## src/rtl/assert_macros.svh

```systemverilog
// ----------------------------------------------------------------------------
// assert_macros.svh
// shared concurrent assertion macros for the activation function unit
// ----------------------------------------------------------------------------
`ifndef ASSERT_MACROS_SVH
`define ASSERT_MACROS_SVH

// consequent must hold in the same cycle as the antecedent
`define AFU_ASSERT_NOW(label, clk, rst_n, ante, cons, msg) \
    label: assert property (@(posedge clk) disable iff (!rst_n) (ante) |-> (cons)) \
        else $error(msg);

// consequent must hold in the cycle after the antecedent
`define AFU_ASSERT_NEXT(label, clk, rst_n, ante, cons, msg) \
    label: assert property (@(posedge clk) disable iff (!rst_n) (ante) |=> (cons)) \
        else $error(msg);

`endif

```

## src/rtl/afu_pkg.sv

```systemverilog
// ----------------------------------------------------------------------------
// afu_pkg
// shared types, constants and the sigmoid table of the activation unit
// ----------------------------------------------------------------------------
`default_nettype none

package afu_pkg;

    localparam int FRAC_BITS     = 12;
    localparam int TABLE_ENTRIES = 64;
    localparam int DATA_W        = 16;
    localparam int SLOPE_W       = 16;
    localparam int FUNC_W        = 3;
    // unsigned Q16 values in 0 .. 1.0 inclusive
    localparam int Q16_W         = 17;
    localparam int IDX_W         = $clog2(TABLE_ENTRIES + 1);
    localparam int POS_W         = 16 + IDX_W;
    localparam int DEF_QUEUE_DEPTH = 4;

    localparam logic [SLOPE_W-1:0] LEAK_SLOPE_RST = 16'd655;

    localparam logic [63:0] Q30_ONE  = 64'd1 << 30;
    localparam logic [63:0] Q30_HALF = 64'd1 << 29;

    typedef enum logic [FUNC_W-1:0] {
        FN_RELU      = 3'd0,
        FN_RELU_D    = 3'd1,
        FN_LEAKY     = 3'd2,
        FN_LEAKY_D   = 3'd3,
        FN_SIGMOID   = 3'd4,
        FN_SIGMOID_D = 3'd5,
        FN_TANH      = 3'd6,
        FN_TANH_D    = 3'd7
    } t_func;

    // classified sample handed from the front end to the back end
    typedef struct packed {
        t_func                    func;
        logic signed [DATA_W-1:0] x;
        logic                     is_neg;
        logic                     is_pos;
        logic [IDX_W-1:0]         idx;
        logic [15:0]              frac;
        logic                     clamp;
    } t_item;

    typedef logic [TABLE_ENTRIES:0][Q16_W-1:0] t_rom;

    // restoring division, only evaluated while building the table
    function automatic logic [63:0] div_u64(input logic [63:0] num, input logic [63:0] den);
        logic [63:0] q;
        logic [64:0] rem;
        q   = '0;
        rem = '0;
        for (int i = 63; i >= 0; i--) begin
            rem = {rem[63:0], num[i]};
            if (rem >= {1'b0, den}) begin
                rem  = rem - {1'b0, den};
                q[i] = 1'b1;
            end
        end
        return q;
    endfunction

    // sigmoid samples at i * 2^(16-FRAC_BITS) / TABLE_ENTRIES, unsigned Q16
    function automatic t_rom build_rom();
        logic [63:0]        g;
        logic [63:0]        term;
        logic [63:0]        r;
        logic [63:0]        e;
        logic [63:0]        d;
        logic signed [63:0] sum;
        t_rom               rom;
        rom  = '0;
        g    = div_u64((64'd1 << 27) + 64'(TABLE_ENTRIES / 2), 64'(TABLE_ENTRIES));
        term = Q30_ONE;
        sum  = $signed(Q30_ONE);
        // e^-g by taylor series in Q30
        for (int k = 1; k <= 16; k++) begin
            if (term != '0) begin
                term = (term * g + Q30_HALF) >> 30;
                term = div_u64(term + (64'(k) >> 1), 64'(k));
                if (k[0]) begin
                    sum = sum - $signed(term);
                end else begin
                    sum = sum + $signed(term);
                end
            end
        end
        if (sum < 0) begin
            r = '0;
        end else begin
            r = $unsigned(sum);
        end
        if (r > Q30_ONE) begin
            r = Q30_ONE;
        end
        for (int k = 0; k < 19 - FRAC_BITS; k++) begin
            r = (r * r + Q30_HALF) >> 30;
        end
        e = Q30_ONE;
        for (int k = 0; k <= TABLE_ENTRIES; k++) begin
            d      = Q30_ONE + e;
            rom[k] = Q16_W'(div_u64((64'd1 << 46) + (d >> 1), d));
            e      = (e * r + Q30_HALF) >> 30;
        end
        return rom;
    endfunction

    localparam t_rom SIG_ROM = build_rom();

endpackage

`default_nettype wire

```

## src/rtl/activation_function_unit.sv

```systemverilog
// a sample passes the front register, the queue, the back end stages and the output register
// throughput: one transaction per cycle, sustained, on both channels while the receiver does not stall
// the sigmoid table is constant logic, so no fill or clearing pass is needed
// reset (i_rst_n low, synchronous) empties front register, queue and pipeline
// and sets leak_slope to 655 (about 0.01 in unsigned Q0.16)
// ----------------------------------------------------------------------------
// activation_function_unit
// relu, leaky relu, sigmoid and tanh with derivatives on Q4.12 samples
// ----------------------------------------------------------------------------
`default_nettype none

module activation_function_unit #(
    parameter int QUEUE_DEPTH = afu_pkg::DEF_QUEUE_DEPTH
) (
    input  logic                              i_clk,
    input  logic                              i_rst_n,
    // sample channel
    input  logic                              i_valid,
    output logic                              o_stall,
    input  logic [afu_pkg::FUNC_W-1:0]        i_func,
    input  logic signed [afu_pkg::DATA_W-1:0] i_x_value,
    // result channel
    output logic                              o_valid,
    input  logic                              i_stall,
    output logic signed [afu_pkg::DATA_W-1:0] o_y_value,
    // leak_slope register write
    input  logic                              i_cfg_we,
    input  logic [afu_pkg::SLOPE_W-1:0]       i_cfg_wdata
);
    import afu_pkg::*;

    // front end: register one transaction, decode the function code and
    // work out the table index and fraction for sigmoid and tanh
    // queue: absorbs a stalled back end so the input keeps flowing
    // back end: stage 1 table read and shared multiplier (x*slope or x*x),
    // stage 2 interpolation and saturated direct results, stage 3 sign
    // fold and s*(1-s), then rounding into the output register

    logic [SLOPE_W-1:0] r_leak_slope;
    t_item              front_item;
    logic               front_push;
    logic               q_full;
    logic               q_valid;
    t_item              q_item;
    logic               q_pop;

    // the user writes config only while the unit is idle; the block does not enforce it
    always_ff @(posedge i_clk) begin
        if (!i_rst_n) begin
            r_leak_slope <= LEAK_SLOPE_RST;
        end else if (i_cfg_we) begin
            r_leak_slope <= i_cfg_wdata;
        end
    end

    afu_front u_front (
        .i_clk     (i_clk),
        .i_rst_n   (i_rst_n),
        .i_valid   (i_valid),
        .o_stall   (o_stall),
        .i_func    (i_func),
        .i_x_value (i_x_value),
        .o_item    (front_item),
        .o_push    (front_push),
        .i_full    (q_full)
    );

    afu_queue #(
        .DEPTH (QUEUE_DEPTH)
    ) u_queue (
        .i_clk       (i_clk),
        .i_rst_n     (i_rst_n),
        .i_push      (front_push),
        .i_push_item (front_item),
        .o_full      (q_full),
        .o_valid     (q_valid),
        .o_item      (q_item),
        .i_pop       (q_pop)
    );

    afu_back u_back (
        .i_clk        (i_clk),
        .i_rst_n      (i_rst_n),
        .i_item       (q_item),
        .i_item_valid (q_valid),
        .o_pop        (q_pop),
        .i_leak_slope (r_leak_slope),
        .o_valid      (o_valid),
        .i_stall      (i_stall),
        .o_y_value    (o_y_value)
    );

endmodule

`default_nettype wire

```

## src/rtl/afu_front.sv

```systemverilog
// ----------------------------------------------------------------------------
// afu_front
// accepts samples, decodes the function and computes the table position
// ----------------------------------------------------------------------------
`default_nettype none

module afu_front (
    input  logic                              i_clk,
    input  logic                              i_rst_n,
    input  logic                              i_valid,
    output logic                              o_stall,
    input  logic [afu_pkg::FUNC_W-1:0]        i_func,
    input  logic signed [afu_pkg::DATA_W-1:0] i_x_value,
    output afu_pkg::t_item                    o_item,
    output logic                              o_push,
    input  logic                              i_full
);
    import afu_pkg::*;

    logic                    r_valid;
    logic                    n_valid;
    t_item                   r_item;
    t_item                   n_item;
    logic                    accept;
    logic signed [Q16_W-1:0] x_ext;
    logic [Q16_W-1:0]        mag;
    logic [Q16_W-1:0]        lut_arg;
    logic [POS_W-1:0]        pos;
    logic [IDX_W-1:0]        idx_raw;

    assign o_stall = r_valid & i_full;
    assign o_push  = r_valid & ~i_full;
    assign accept  = i_valid & ~o_stall;
    assign o_item  = r_item;

    always_comb begin
        x_ext   = Q16_W'(i_x_value);
        mag     = i_x_value[DATA_W-1] ? $unsigned(-x_ext) : $unsigned(x_ext);
        // tanh looks up sigmoid at twice the magnitude
        lut_arg = (t_func'(i_func) == FN_TANH) ? (mag << 1) : mag;
        pos     = POS_W'(lut_arg) * POS_W'(TABLE_ENTRIES);
        idx_raw = pos[POS_W-1:16];

        n_item.func   = t_func'(i_func);
        n_item.x      = i_x_value;
        n_item.is_neg = i_x_value[DATA_W-1];
        n_item.is_pos = ~i_x_value[DATA_W-1] & (i_x_value != '0);
        n_item.idx    = idx_raw;
        n_item.frac   = pos[15:0];
        n_item.clamp  = idx_raw >= IDX_W'(TABLE_ENTRIES);
    end

    always_comb begin
        n_valid = r_valid;
        if (accept) begin
            n_valid = 1'b1;
        end else if (o_push) begin
            n_valid = 1'b0;
        end
    end

    always_ff @(posedge i_clk) begin
        if (!i_rst_n) begin
            r_valid <= 1'b0;
        end else begin
            r_valid <= n_valid;
        end
    end

    always_ff @(posedge i_clk) begin
        if (accept) begin
            r_item <= n_item;
        end
    end

endmodule

`default_nettype wire

```

## src/rtl/afu_queue.sv

```systemverilog
// ----------------------------------------------------------------------------
// afu_queue
// small fifo of classified samples between front end and back end
// ----------------------------------------------------------------------------
`default_nettype none
`include "assert_macros.svh"

module afu_queue #(
    parameter int DEPTH = afu_pkg::DEF_QUEUE_DEPTH
) (
    input  logic           i_clk,
    input  logic           i_rst_n,
    input  logic           i_push,
    input  afu_pkg::t_item i_push_item,
    output logic           o_full,
    output logic           o_valid,
    output afu_pkg::t_item o_item,
    input  logic           i_pop
);
    import afu_pkg::*;

    localparam int PTR_W = (DEPTH > 1) ? $clog2(DEPTH) : 1;
    localparam int CNT_W = $clog2(DEPTH + 1);

    t_item            r_mem [DEPTH];
    logic [PTR_W-1:0] r_wr_ptr;
    logic [PTR_W-1:0] n_wr_ptr;
    logic [PTR_W-1:0] r_rd_ptr;
    logic [PTR_W-1:0] n_rd_ptr;
    logic [CNT_W-1:0] r_count;
    logic [CNT_W-1:0] n_count;

    assign o_full  = r_count == CNT_W'(DEPTH);
    assign o_valid = r_count != '0;
    assign o_item  = r_mem[r_rd_ptr];

    always_comb begin
        n_wr_ptr = r_wr_ptr;
        n_rd_ptr = r_rd_ptr;
        n_count  = r_count;
        if (i_push) begin
            n_wr_ptr = (r_wr_ptr == PTR_W'(DEPTH - 1)) ? '0 : r_wr_ptr + 1'b1;
        end
        if (i_pop) begin
            n_rd_ptr = (r_rd_ptr == PTR_W'(DEPTH - 1)) ? '0 : r_rd_ptr + 1'b1;
        end
        if (i_push && !i_pop) begin
            n_count = r_count + 1'b1;
        end else if (!i_push && i_pop) begin
            n_count = r_count - 1'b1;
        end
    end

    always_ff @(posedge i_clk) begin
        if (!i_rst_n) begin
            r_wr_ptr <= '0;
            r_rd_ptr <= '0;
            r_count  <= '0;
        end else begin
            r_wr_ptr <= n_wr_ptr;
            r_rd_ptr <= n_rd_ptr;
            r_count  <= n_count;
        end
    end

    always_ff @(posedge i_clk) begin
        if (i_push) begin
            r_mem[r_wr_ptr] <= i_push_item;
        end
    end

    `AFU_ASSERT_NOW(a_cnt_max, i_clk, i_rst_n, 1'b1, r_count <= CNT_W'(DEPTH), "queue count beyond depth")
    `AFU_ASSERT_NOW(a_no_over, i_clk, i_rst_n, i_push, !o_full, "push into full queue")
    `AFU_ASSERT_NOW(a_no_under, i_clk, i_rst_n, i_pop, o_valid, "pop from empty queue")
    `AFU_ASSERT_NEXT(a_cnt_up, i_clk, i_rst_n, i_push && !i_pop, r_count == $past(r_count) + 1'b1, "count missed a push")

endmodule

`default_nettype wire

```

## src/rtl/afu_back.sv

```systemverilog
// ----------------------------------------------------------------------------
// afu_back
// table lookup, interpolation, multiply, rounding and saturation pipeline
// ----------------------------------------------------------------------------
`default_nettype none
`include "assert_macros.svh"

module afu_back (
    input  logic                               i_clk,
    input  logic                               i_rst_n,
    input  afu_pkg::t_item                     i_item,
    input  logic                               i_item_valid,
    output logic                               o_pop,
    input  logic [afu_pkg::SLOPE_W-1:0]        i_leak_slope,
    output logic                               o_valid,
    input  logic                               i_stall,
    output logic signed [afu_pkg::DATA_W-1:0]  o_y_value
);
    import afu_pkg::*;

    localparam int OP_W    = DATA_W + 1;
    localparam int MUL_W   = 2 * OP_W;
    localparam int SAT_W   = MUL_W + 2;
    localparam int IP_W    = Q16_W + 17;
    localparam int SR_W    = Q16_W + 1;
    localparam int DP_W    = 2 * Q16_W;
    localparam int RND_SH  = 16 - FRAC_BITS;
    localparam int RND_Q16 = 1 << (RND_SH - 1);
    localparam int DRV_SH  = 32 - FRAC_BITS;
    localparam int DRV_RND = 1 << (DRV_SH - 1);

    localparam logic [Q16_W-1:0]        Q16_ONE = Q16_W'(1 << 16);
    localparam logic signed [SAT_W-1:0] ONE_Q   = SAT_W'(1 << FRAC_BITS);
    localparam logic signed [SAT_W-1:0] ONE_SQ  = SAT_W'(1 << (2 * FRAC_BITS));
    localparam logic signed [SAT_W-1:0] HALF_F  = SAT_W'(1 << (FRAC_BITS - 1));
    localparam logic signed [SAT_W-1:0] HALF_16 = SAT_W'(1 << 15);
    localparam logic signed [SAT_W-1:0] S_ZERO  = SAT_W'(0);
    localparam logic signed [SAT_W-1:0] Y_MAX   = SAT_W'((1 << (DATA_W - 1)) - 1);
    localparam logic signed [SAT_W-1:0] Y_MIN   = SAT_W'(-(1 << (DATA_W - 1)));

    function automatic logic signed [DATA_W-1:0] sat16(input logic signed [SAT_W-1:0] v);
        if (v > Y_MAX) begin
            return DATA_W'(Y_MAX);
        end else if (v < Y_MIN) begin
            return DATA_W'(Y_MIN);
        end
        return DATA_W'(v);
    endfunction

    logic adv;

    // stage 1: table read and shared multiplier
    logic [IDX_W-1:0]         a_idx;
    logic [IDX_W-1:0]         b_idx;
    logic signed [OP_W-1:0]   mul_a;
    logic signed [OP_W-1:0]   mul_b;
    logic [Q16_W-1:0]         n_s1_a;
    logic [Q16_W-1:0]         n_s1_diff;
    logic signed [MUL_W-1:0]  n_s1_prod;
    logic                     r_s1_valid;
    t_func                    r_s1_func;
    logic                     r_s1_neg;
    logic                     r_s1_pos;
    logic signed [DATA_W-1:0] r_s1_x;
    logic [15:0]              r_s1_frac;
    logic [Q16_W-1:0]         r_s1_a;
    logic [Q16_W-1:0]         r_s1_diff;
    logic signed [MUL_W-1:0]  r_s1_prod;

    // stage 2: interpolation and direct results
    logic [IP_W-1:0]          ip;
    logic signed [SAT_W-1:0]  prod_ext;
    logic signed [SAT_W-1:0]  x_ext;
    logic [SLOPE_W:0]         slope_rnd;
    logic signed [SAT_W-1:0]  dv;
    logic [Q16_W-1:0]         n_s2_sig;
    logic signed [DATA_W-1:0] n_s2_ydir;
    logic                     r_s2_valid;
    t_func                    r_s2_func;
    logic                     r_s2_neg;
    logic [Q16_W-1:0]         r_s2_sig;
    logic signed [DATA_W-1:0] r_s2_ydir;

    // stage 3: sign fold and derivative product
    logic [Q16_W-1:0]         om;
    logic [Q16_W-1:0]         n_s3_sn;
    logic [DP_W-1:0]          n_s3_dprod;
    logic                     r_s3_valid;
    t_func                    r_s3_func;
    logic                     r_s3_neg;
    logic [Q16_W-1:0]         r_s3_sn;
    logic [DP_W-1:0]          r_s3_dprod;
    logic signed [DATA_W-1:0] r_s3_ydir;

    // output register
    logic [SR_W-1:0]          rq;
    logic [SR_W-1:0]          tv;
    logic [SR_W-1:0]          tq;
    logic [DP_W-1:0]          dq;
    logic signed [DATA_W-1:0] tmag;
    logic signed [DATA_W-1:0] n_y_value;
    logic                     r_out_valid;
    logic signed [DATA_W-1:0] r_y_value;

    assign adv       = ~r_out_valid | ~i_stall;
    assign o_pop     = adv & i_item_valid;
    assign o_valid   = r_out_valid;
    assign o_y_value = r_y_value;

    always_comb begin
        a_idx     = i_item.clamp ? IDX_W'(TABLE_ENTRIES) : i_item.idx;
        b_idx     = i_item.clamp ? IDX_W'(TABLE_ENTRIES) : i_item.idx + 1'b1;
        n_s1_a    = SIG_ROM[a_idx];
        n_s1_diff = SIG_ROM[b_idx] - SIG_ROM[a_idx];
        mul_a     = OP_W'($signed(i_item.x));
        mul_b     = (i_item.func == FN_LEAKY) ? $signed({1'b0, i_leak_slope}) : mul_a;
        n_s1_prod = MUL_W'(mul_a) * MUL_W'(mul_b);
    end

    always_comb begin
        ip        = IP_W'(r_s1_diff) * IP_W'(r_s1_frac) + IP_W'(1 << 15);
        n_s2_sig  = r_s1_a + ip[Q16_W+15:16];
        prod_ext  = SAT_W'(r_s1_prod);
        x_ext     = SAT_W'(r_s1_x);
        slope_rnd = {1'b0, i_leak_slope} + (SLOPE_W + 1)'(RND_Q16);
        case (r_s1_func)
            FN_RELU: begin
                dv = r_s1_pos ? x_ext : S_ZERO;
            end
            FN_RELU_D: begin
                dv = r_s1_pos ? ONE_Q : S_ZERO;
            end
            FN_LEAKY: begin
                dv = r_s1_pos ? x_ext : ((prod_ext + HALF_16) >>> 16);
            end
            FN_LEAKY_D: begin
                dv = r_s1_pos ? ONE_Q : $signed(SAT_W'(slope_rnd >> RND_SH));
            end
            FN_TANH_D: begin
                // 1 - x*x with x already a tanh output
                dv = (ONE_SQ - prod_ext + HALF_F) >>> FRAC_BITS;
            end
            default: begin
                dv = S_ZERO;
            end
        endcase
        n_s2_ydir = sat16(dv);
    end

    always_comb begin
        n_s3_sn = r_s2_sig;
        if (r_s2_neg && (r_s2_func == FN_SIGMOID || r_s2_func == FN_SIGMOID_D)) begin
            n_s3_sn = Q16_ONE - r_s2_sig;
        end
        om         = Q16_ONE - n_s3_sn;
        n_s3_dprod = DP_W'(n_s3_sn) * DP_W'(om);
    end

    always_comb begin
        rq   = {1'b0, r_s3_sn} + SR_W'(RND_Q16);
        // 2s - 1, never negative since the lookup is at least one half
        tv   = {r_s3_sn, 1'b0} - SR_W'(1 << 16);
        tq   = tv + SR_W'(RND_Q16);
        dq   = r_s3_dprod + DP_W'(DRV_RND);
        tmag = DATA_W'(tq >> RND_SH);
        case (r_s3_func)
            FN_SIGMOID: begin
                n_y_value = DATA_W'(rq >> RND_SH);
            end
            FN_SIGMOID_D: begin
                n_y_value = DATA_W'(dq >> DRV_SH);
            end
            FN_TANH: begin
                n_y_value = r_s3_neg ? -tmag : tmag;
            end
            default: begin
                n_y_value = r_s3_ydir;
            end
        endcase
    end

    always_ff @(posedge i_clk) begin
        if (!i_rst_n) begin
            r_s1_valid  <= 1'b0;
            r_s2_valid  <= 1'b0;
            r_s3_valid  <= 1'b0;
            r_out_valid <= 1'b0;
        end else if (adv) begin
            r_s1_valid  <= i_item_valid;
            r_s2_valid  <= r_s1_valid;
            r_s3_valid  <= r_s2_valid;
            r_out_valid <= r_s3_valid;
        end
    end

    always_ff @(posedge i_clk) begin
        if (adv) begin
            r_s1_func  <= i_item.func;
            r_s1_neg   <= i_item.is_neg;
            r_s1_pos   <= i_item.is_pos;
            r_s1_x     <= i_item.x;
            r_s1_frac  <= i_item.frac;
            r_s1_a     <= n_s1_a;
            r_s1_diff  <= n_s1_diff;
            r_s1_prod  <= n_s1_prod;
            r_s2_func  <= r_s1_func;
            r_s2_neg   <= r_s1_neg;
            r_s2_sig   <= n_s2_sig;
            r_s2_ydir  <= n_s2_ydir;
            r_s3_func  <= r_s2_func;
            r_s3_neg   <= r_s2_neg;
            r_s3_sn    <= n_s3_sn;
            r_s3_dprod <= n_s3_dprod;
            r_s3_ydir  <= r_s2_ydir;
            r_y_value  <= n_y_value;
        end
    end

    `AFU_ASSERT_NEXT(a_hold, i_clk, i_rst_n, r_out_valid && i_stall, $stable(r_s1_valid) && $stable(r_s2_valid) && $stable(r_s3_valid), "pipeline moved under stall")
    `AFU_ASSERT_NEXT(a_pop_load, i_clk, i_rst_n, o_pop, r_s1_valid, "popped sample not in stage one")
    `AFU_ASSERT_NEXT(a_drain, i_clk, i_rst_n, !r_out_valid && r_s3_valid, r_out_valid, "result not moved to output")

endmodule

`default_nettype wire

```

## config.mk

```make
export PLATFORM = sky130hd
export DESIGN_NAME = activation_function_unit
export DESIGN_NICKNAME = d
export VERILOG_FILES = /design/src/rtl/afu_pkg.sv /design/src/rtl/activation_function_unit.sv /design/src/rtl/afu_front.sv /design/src/rtl/afu_queue.sv /design/src/rtl/afu_back.sv
export VERILOG_INCLUDE_DIRS = /design/src /design/src/rtl
export SDC_FILE = /design/constraint.sdc
export NUM_CORES = 2
export LEC_CHECK = 0
export BUFFER_PORTS_ARGS = -buffer_cell sky130_fd_sc_hd__buf_2
export CAP_MARGIN = 20
export CORE_ASPECT_RATIO = 0.7
export CORE_MARGIN = 5
export CORE_UTILIZATION = 55
export CTS_BUF_LIST = sky130_fd_sc_hd__clkbuf_2
export CTS_CLUSTER_DIAMETER = 200
export DETAILED_ROUTE_END_ITERATION = 10
export MAX_ROUTING_LAYER = met4
export PLACE_DENSITY_LB_ADDON = 0.2
export SETUP_SLACK_MARGIN = 0.2
export SYNTH_ARGS = -nofsm -noshare
export SYNTH_HDL_FRONTEND = slang
export SYNTH_HIERARCHICAL = 1
export SYNTH_SLANG_ARGS = --single-unit
```

## constraint.sdc

```tcl
create_clock -name i_clk -period 19.45 [get_ports i_clk]
set_input_delay 2.9175 -clock i_clk [delete_from_list [all_inputs] [get_ports i_clk]]
set_output_delay 2.9175 -clock i_clk [all_outputs]
set_load 0.01 [all_outputs]
```

==> Flow_metrics.wiki <==
{| class="wikitable"
! Metric !! Value
|-
| Clock tree from TritonCTS || yes
|-
| Class of the tightest hold or removal check || flip-flop to flip-flop
|-
| Total of flip-flops plus latches after synthesis || roughly 450
|-
| Area enclosed by the die boundary || 98600 µm²
|-
| Post-synth cell types || 92
|-
| Data arrival time of the worst path || 11.26 ns
|-
| Mean post-synth cell area || 10.2 µm²
|-
| I/O pin count || just under 60
|-
| Count of non-filler cells in the finished layout || between 6000 and 7000
|-
| Count of clock tree sinks || 454
|-
| Wl on met1 || about 59000 µm
|-
| Reg-to-reg critical path startpoint || u_back/r_s2_sig[0]
|-
| Drc violations || 0
|-
| Via Count || 35081
|-
| Total routing resource utilization after global routing || about a quarter
|-
| Final critical-path share of the clock period || a little over half
|-
| Clk Latency, worst-skew pair || between 1 and 1.5 ns
|-
| Worst reg2reg path endpoint || u_back/r_s3_dprod[32]
|-
| GP Congestion || 0.936
|-
| Maximum number of pins on one net before global-route repair || 82
|-
| Min-delay src || u_back/r_s2_ydir[1]
|-
| Final HPWL DP || around 94000 µm
|-
| Clock Skew || roughly 0.18 ns
|-
| Status || finished clean
|-
| Die height || between 200 and 300 µm
|-
| Die width || ~370 µm
|-
| Setup repair bufs after CTS || 0
|-
| Number of hold-repair buffers added at the cts stage || 0
|-
| Total setup violations reported at the end of the flow || 0
|-
| Critical path startpoint category || flip-flop
|-
| Vias in the first global route || between 30000 and 40000
|-
| Clock transition at path regs || between 0.1 and 0.15 ns
|-
| Setup repair after global routing missed its margin || no
|-
| Cell with the biggest individual delay on the critical path || sky130_fd_sc_hd__fa_1
|-
| H-tree depth || 3
|-
| Met3 wire length || roughly 13000 µm
|-
| Number of pins exceeding their max-slew limit in the final report || 0
|-
| Largest stage delay, worst path || 0.57 ns
|-
| Gate count of the mapped netlist || 4960
|-
| DRT Pass-1 Iters || 6
|-
| CP most frequent cell || sky130_fd_sc_hd__fa_1
|-
| Critical Setup Path Class || flip-flop to flip-flop
|-
| Worst-margin pin slew || between 1 and 1.5 ns
|-
| Minimum period implied by the final worst setup slack || 10.30 ns
|-
| Starting Density || 55.3%
|-
| DR WL/cell || about 20 µm
|-
| Largest fanout on the critical path || 26
|-
| Synthesis Warnings || 6
|-
| Cell at the root of the clock tree || sky130_fd_sc_hd__clkbuf_2
|-
| Total number of nets in the final design || roughly 6100
|-
| Global-route wire length before repair || ~200000 µm
|-
| Logic depth of the worst setup path including buffers || 32
|-
| Max Root-Sink Buffers || 3
|-
| Area of the core || between 90000 and 100000 µm²
|-
| Origin of the worst setup path || u_back/r_s2_sig[0]
|-
| Family with the most delay on the worst path || adder cells
|-
| Filler cell count || ~8000
|-
| Share of flip-flops with an asynchronous set or reset || 0%
|-
| Total grt overflow || 0
|-
| Area Growth Syn to Fin || 4.58%
|-
| Post-route antenna net violation count || 0
|-
| Max Cap Viol || 0
|-
| Initial antenna violation count || 3
|-
| Required time of the critical path || approximately 20 ns
|-
| Violation count after the first detailed-route iteration || roughly 3200
|-
| Met2 wire length || between 50000 and 60000 µm
|-
| Number of cells traversed by the worst hold path || 0
|-
| Synthesized cell area || ~51000 µm²
|-
| Post-synth top flop || sky130_fd_sc_hd__edfxtp_1
|-
| FF-to-FF path depth || 32
|-
| Number of port buffers || between 50 and 60
|-
| Cells resized by post-CTS repair || 0
|-
| Worst path bufs/invs || 7
|-
| Setup TNS || 0 ns
|-
| Final Hold Viols || 0
|-
| Cell total after placement || between 6000 and 7000
|-
| DR vias/cell || 5.59
|-
| Fraction of final layout cells sized beyond drive strength 1 || roughly a tenth
|-
| Share of the yosys chip area belonging to registers || 26.2%
|-
| Number of rows created at floorplan || 93
|-
| Total CTS buffers || 107
|-
| Post-synth EDFFs || 424
|-
| CP endpoint kind || flip-flop
|-
| End point of the critical path || u_back/r_s3_dprod[32]
|-
| Worst slew margin || 26.1%
|-
| Worst-case register-to-register setup slack || a little over 9 ns
|-
| Maximum clock rate || a little under 100 MHz
|-
| Total detailed-routing wirelength || 124000 µm
|-
| Top layer reached by signal wires || met4
|}
[flip-flops by register name, summed over array words and instances, names as in the netlist, 3 cells and up, named ones only]
register / count
u_front/o_item: 37
u_back/r_s1_func: 3
u_queue/r_count: 3
u_back/o_y_value: 16
u_back/r_s3_func: 3
u_back/r_s1_x: 16
u_back/r_s1_prod: 33
u_back/r_s3_dprod: 15
u_queue/r_mem: 180
u_back/r_s3_ydir: 16
u_back/r_s2_ydir: 16
u_back/r_s1_diff: 17
u_back/r_s1_a: 17
u_back/r_s1_frac: 16
u_back/r_s2_func: 3
u_back/r_s3_sn: 15
u_back/r_s2_sig: 17
r_leak_slope: 16
[cell type report]
cell class / instances / area (µm²) / area share, %
Timing Repair Buffer: 105 / 641 / 1.21
Sequential cell: 454 / 13300 / 25.1
Multi-Input combinational cell: 3372 / 33100 / 62.2
Clock buffer: 161 / 806 / 1.52
Tap cell: 1235 / 1550 / 2.91
Inverter: 916 / 3440 / 6.47
Clock inverter: 29 / 278 / 0.523
Antenna cell: 6 / 15.0 / 0.0283
[synthesized netlist by cell type (25+ instances only)]
master / count / area share, %
sky130_fd_sc_hd__edfxtp_1: 424 / 25
sky130_fd_sc_hd__dfxtp_1: 30 / 1.2
sky130_fd_sc_hd__xnor2_1: 140 / 2.4
sky130_fd_sc_hd__or3_1: 25 / 0.31
sky130_fd_sc_hd__a21oi_1: 113 / 1.1
sky130_fd_sc_hd__and2_1: 202 / 2.5
sky130_fd_sc_hd__nand2_1: 524 / 3.9
sky130_fd_sc_hd__nor2_1: 230 / 1.7
sky130_fd_sc_hd__and3_1: 32 / 0.39
sky130_fd_sc_hd__o211ai_1: 25 / 0.37
sky130_fd_sc_hd__nor3_1: 63 / 0.62
sky130_fd_sc_hd__nor2b_1: 48 / 0.59
sky130_fd_sc_hd__nand3_1: 55 / 0.54
sky130_fd_sc_hd__or2_2: 141 / 1.7
sky130_fd_sc_hd__inv_1: 914 / 6.8
sky130_fd_sc_hd__xor2_1: 70 / 1.2
sky130_fd_sc_hd__mux4_2: 41 / 1.8
sky130_fd_sc_hd__nand2b_1: 77 / 0.95
sky130_fd_sc_hd__clkbuf_1: 182 / 1.3
sky130_fd_sc_hd__a31oi_1: 26 / 0.32
sky130_fd_sc_hd__a21o_1: 32 / 0.47
sky130_fd_sc_hd__fa_1: 708 / 28
sky130_fd_sc_hd__mux2i_1: 53 / 1.0
sky130_fd_sc_hd__ha_1: 381 / 9.4
sky130_fd_sc_hd__o21ai_0: 92 / 0.91
[worst min-delay path by stage]
stage | endpoint
floorplan | u_back/r_s2_neg
global placement | u_back/r_s3_ydir[1]
detailed placement | u_back/r_s2_neg
CTS | u_back/r_s3_ydir[1]
global route | u_back/r_s3_ydir[10]
finish | u_back/r_s3_ydir[1]
[stage by stage]
stage / cell area [µm²] / util, % / hold WS (ns) / setup slack [ns]
CTS: 53100 / 57.8 / 0.406 / 9.27
floorplan: 50800 / - / 0.400 / 10.24
detailed placement: 52000 / 56.7 / 0.405 / 9.27
global placement: 52000 / 56.7 / 0.404 / 9.11
global route: 53100 / 57.9 / 0.431 / 8.60
finish: 53100 / 57.9 / 0.406 / 9.15
[worst register-to-register path, delay by kind of cell, from the launching register on]
| kind | cells | cell delay (ns) |
|---|---|---|
| fa+ha+maj | 9 | 4.28 |
| simple gates | 7 | 1.78 |
| buf+inv | 7 | 1.51 |
| xor+xnor | 2 | 0.52 |
| compound gates | 7 | 1.60 |
| flops | 1 | 0.37 |
[cells in the final DEF (no fill, tap or decap), types with 140 or more instances in the layout]
master	n
sky130_fd_sc_hd__inv_1	914
sky130_fd_sc_hd__fa_1	708
sky130_fd_sc_hd__nand2_1	523
sky130_fd_sc_hd__edfxtp_1	424
sky130_fd_sc_hd__ha_1	381
sky130_fd_sc_hd__nor2_1	230
sky130_fd_sc_hd__and2_1	198
sky130_fd_sc_hd__clkbuf_2	162
sky130_fd_sc_hd__or2_2	141
sky130_fd_sc_hd__xnor2_1	140
[cell families (layout without fill, tap and decap cells)]
logic type | after synthesis | count (layout) | share of synthesized area [%]
xor gates and xnor gates | 210 | 210 | 3.62
buffers and inverters | 1139 | 1211 | 8.76
and+or+nand+nor | 1476 | 1476 | 14.4
muxes | 101 | 101 | 3.16
DFF | 454 | 454 | 26.2
adders and majority gates | 1089 | 1089 | 37.3
AOI/OAI and AO/OA | 489 | 489 | 6.51
other | 2 | 13 | 0.0148
[per-layer routing]
layer | GRT usage, % | vias to the layer above
met4 | 4.52 | 0
met5 | - | -
met3 | 7.32 | 127
met1 | 40.3 | 17526
li1 | - | 16004
met2 | 35.5 | 1424
Power is not shown: default switching activity piles up to over one toggle a cycle in this logic, so the estimate is an artifact.
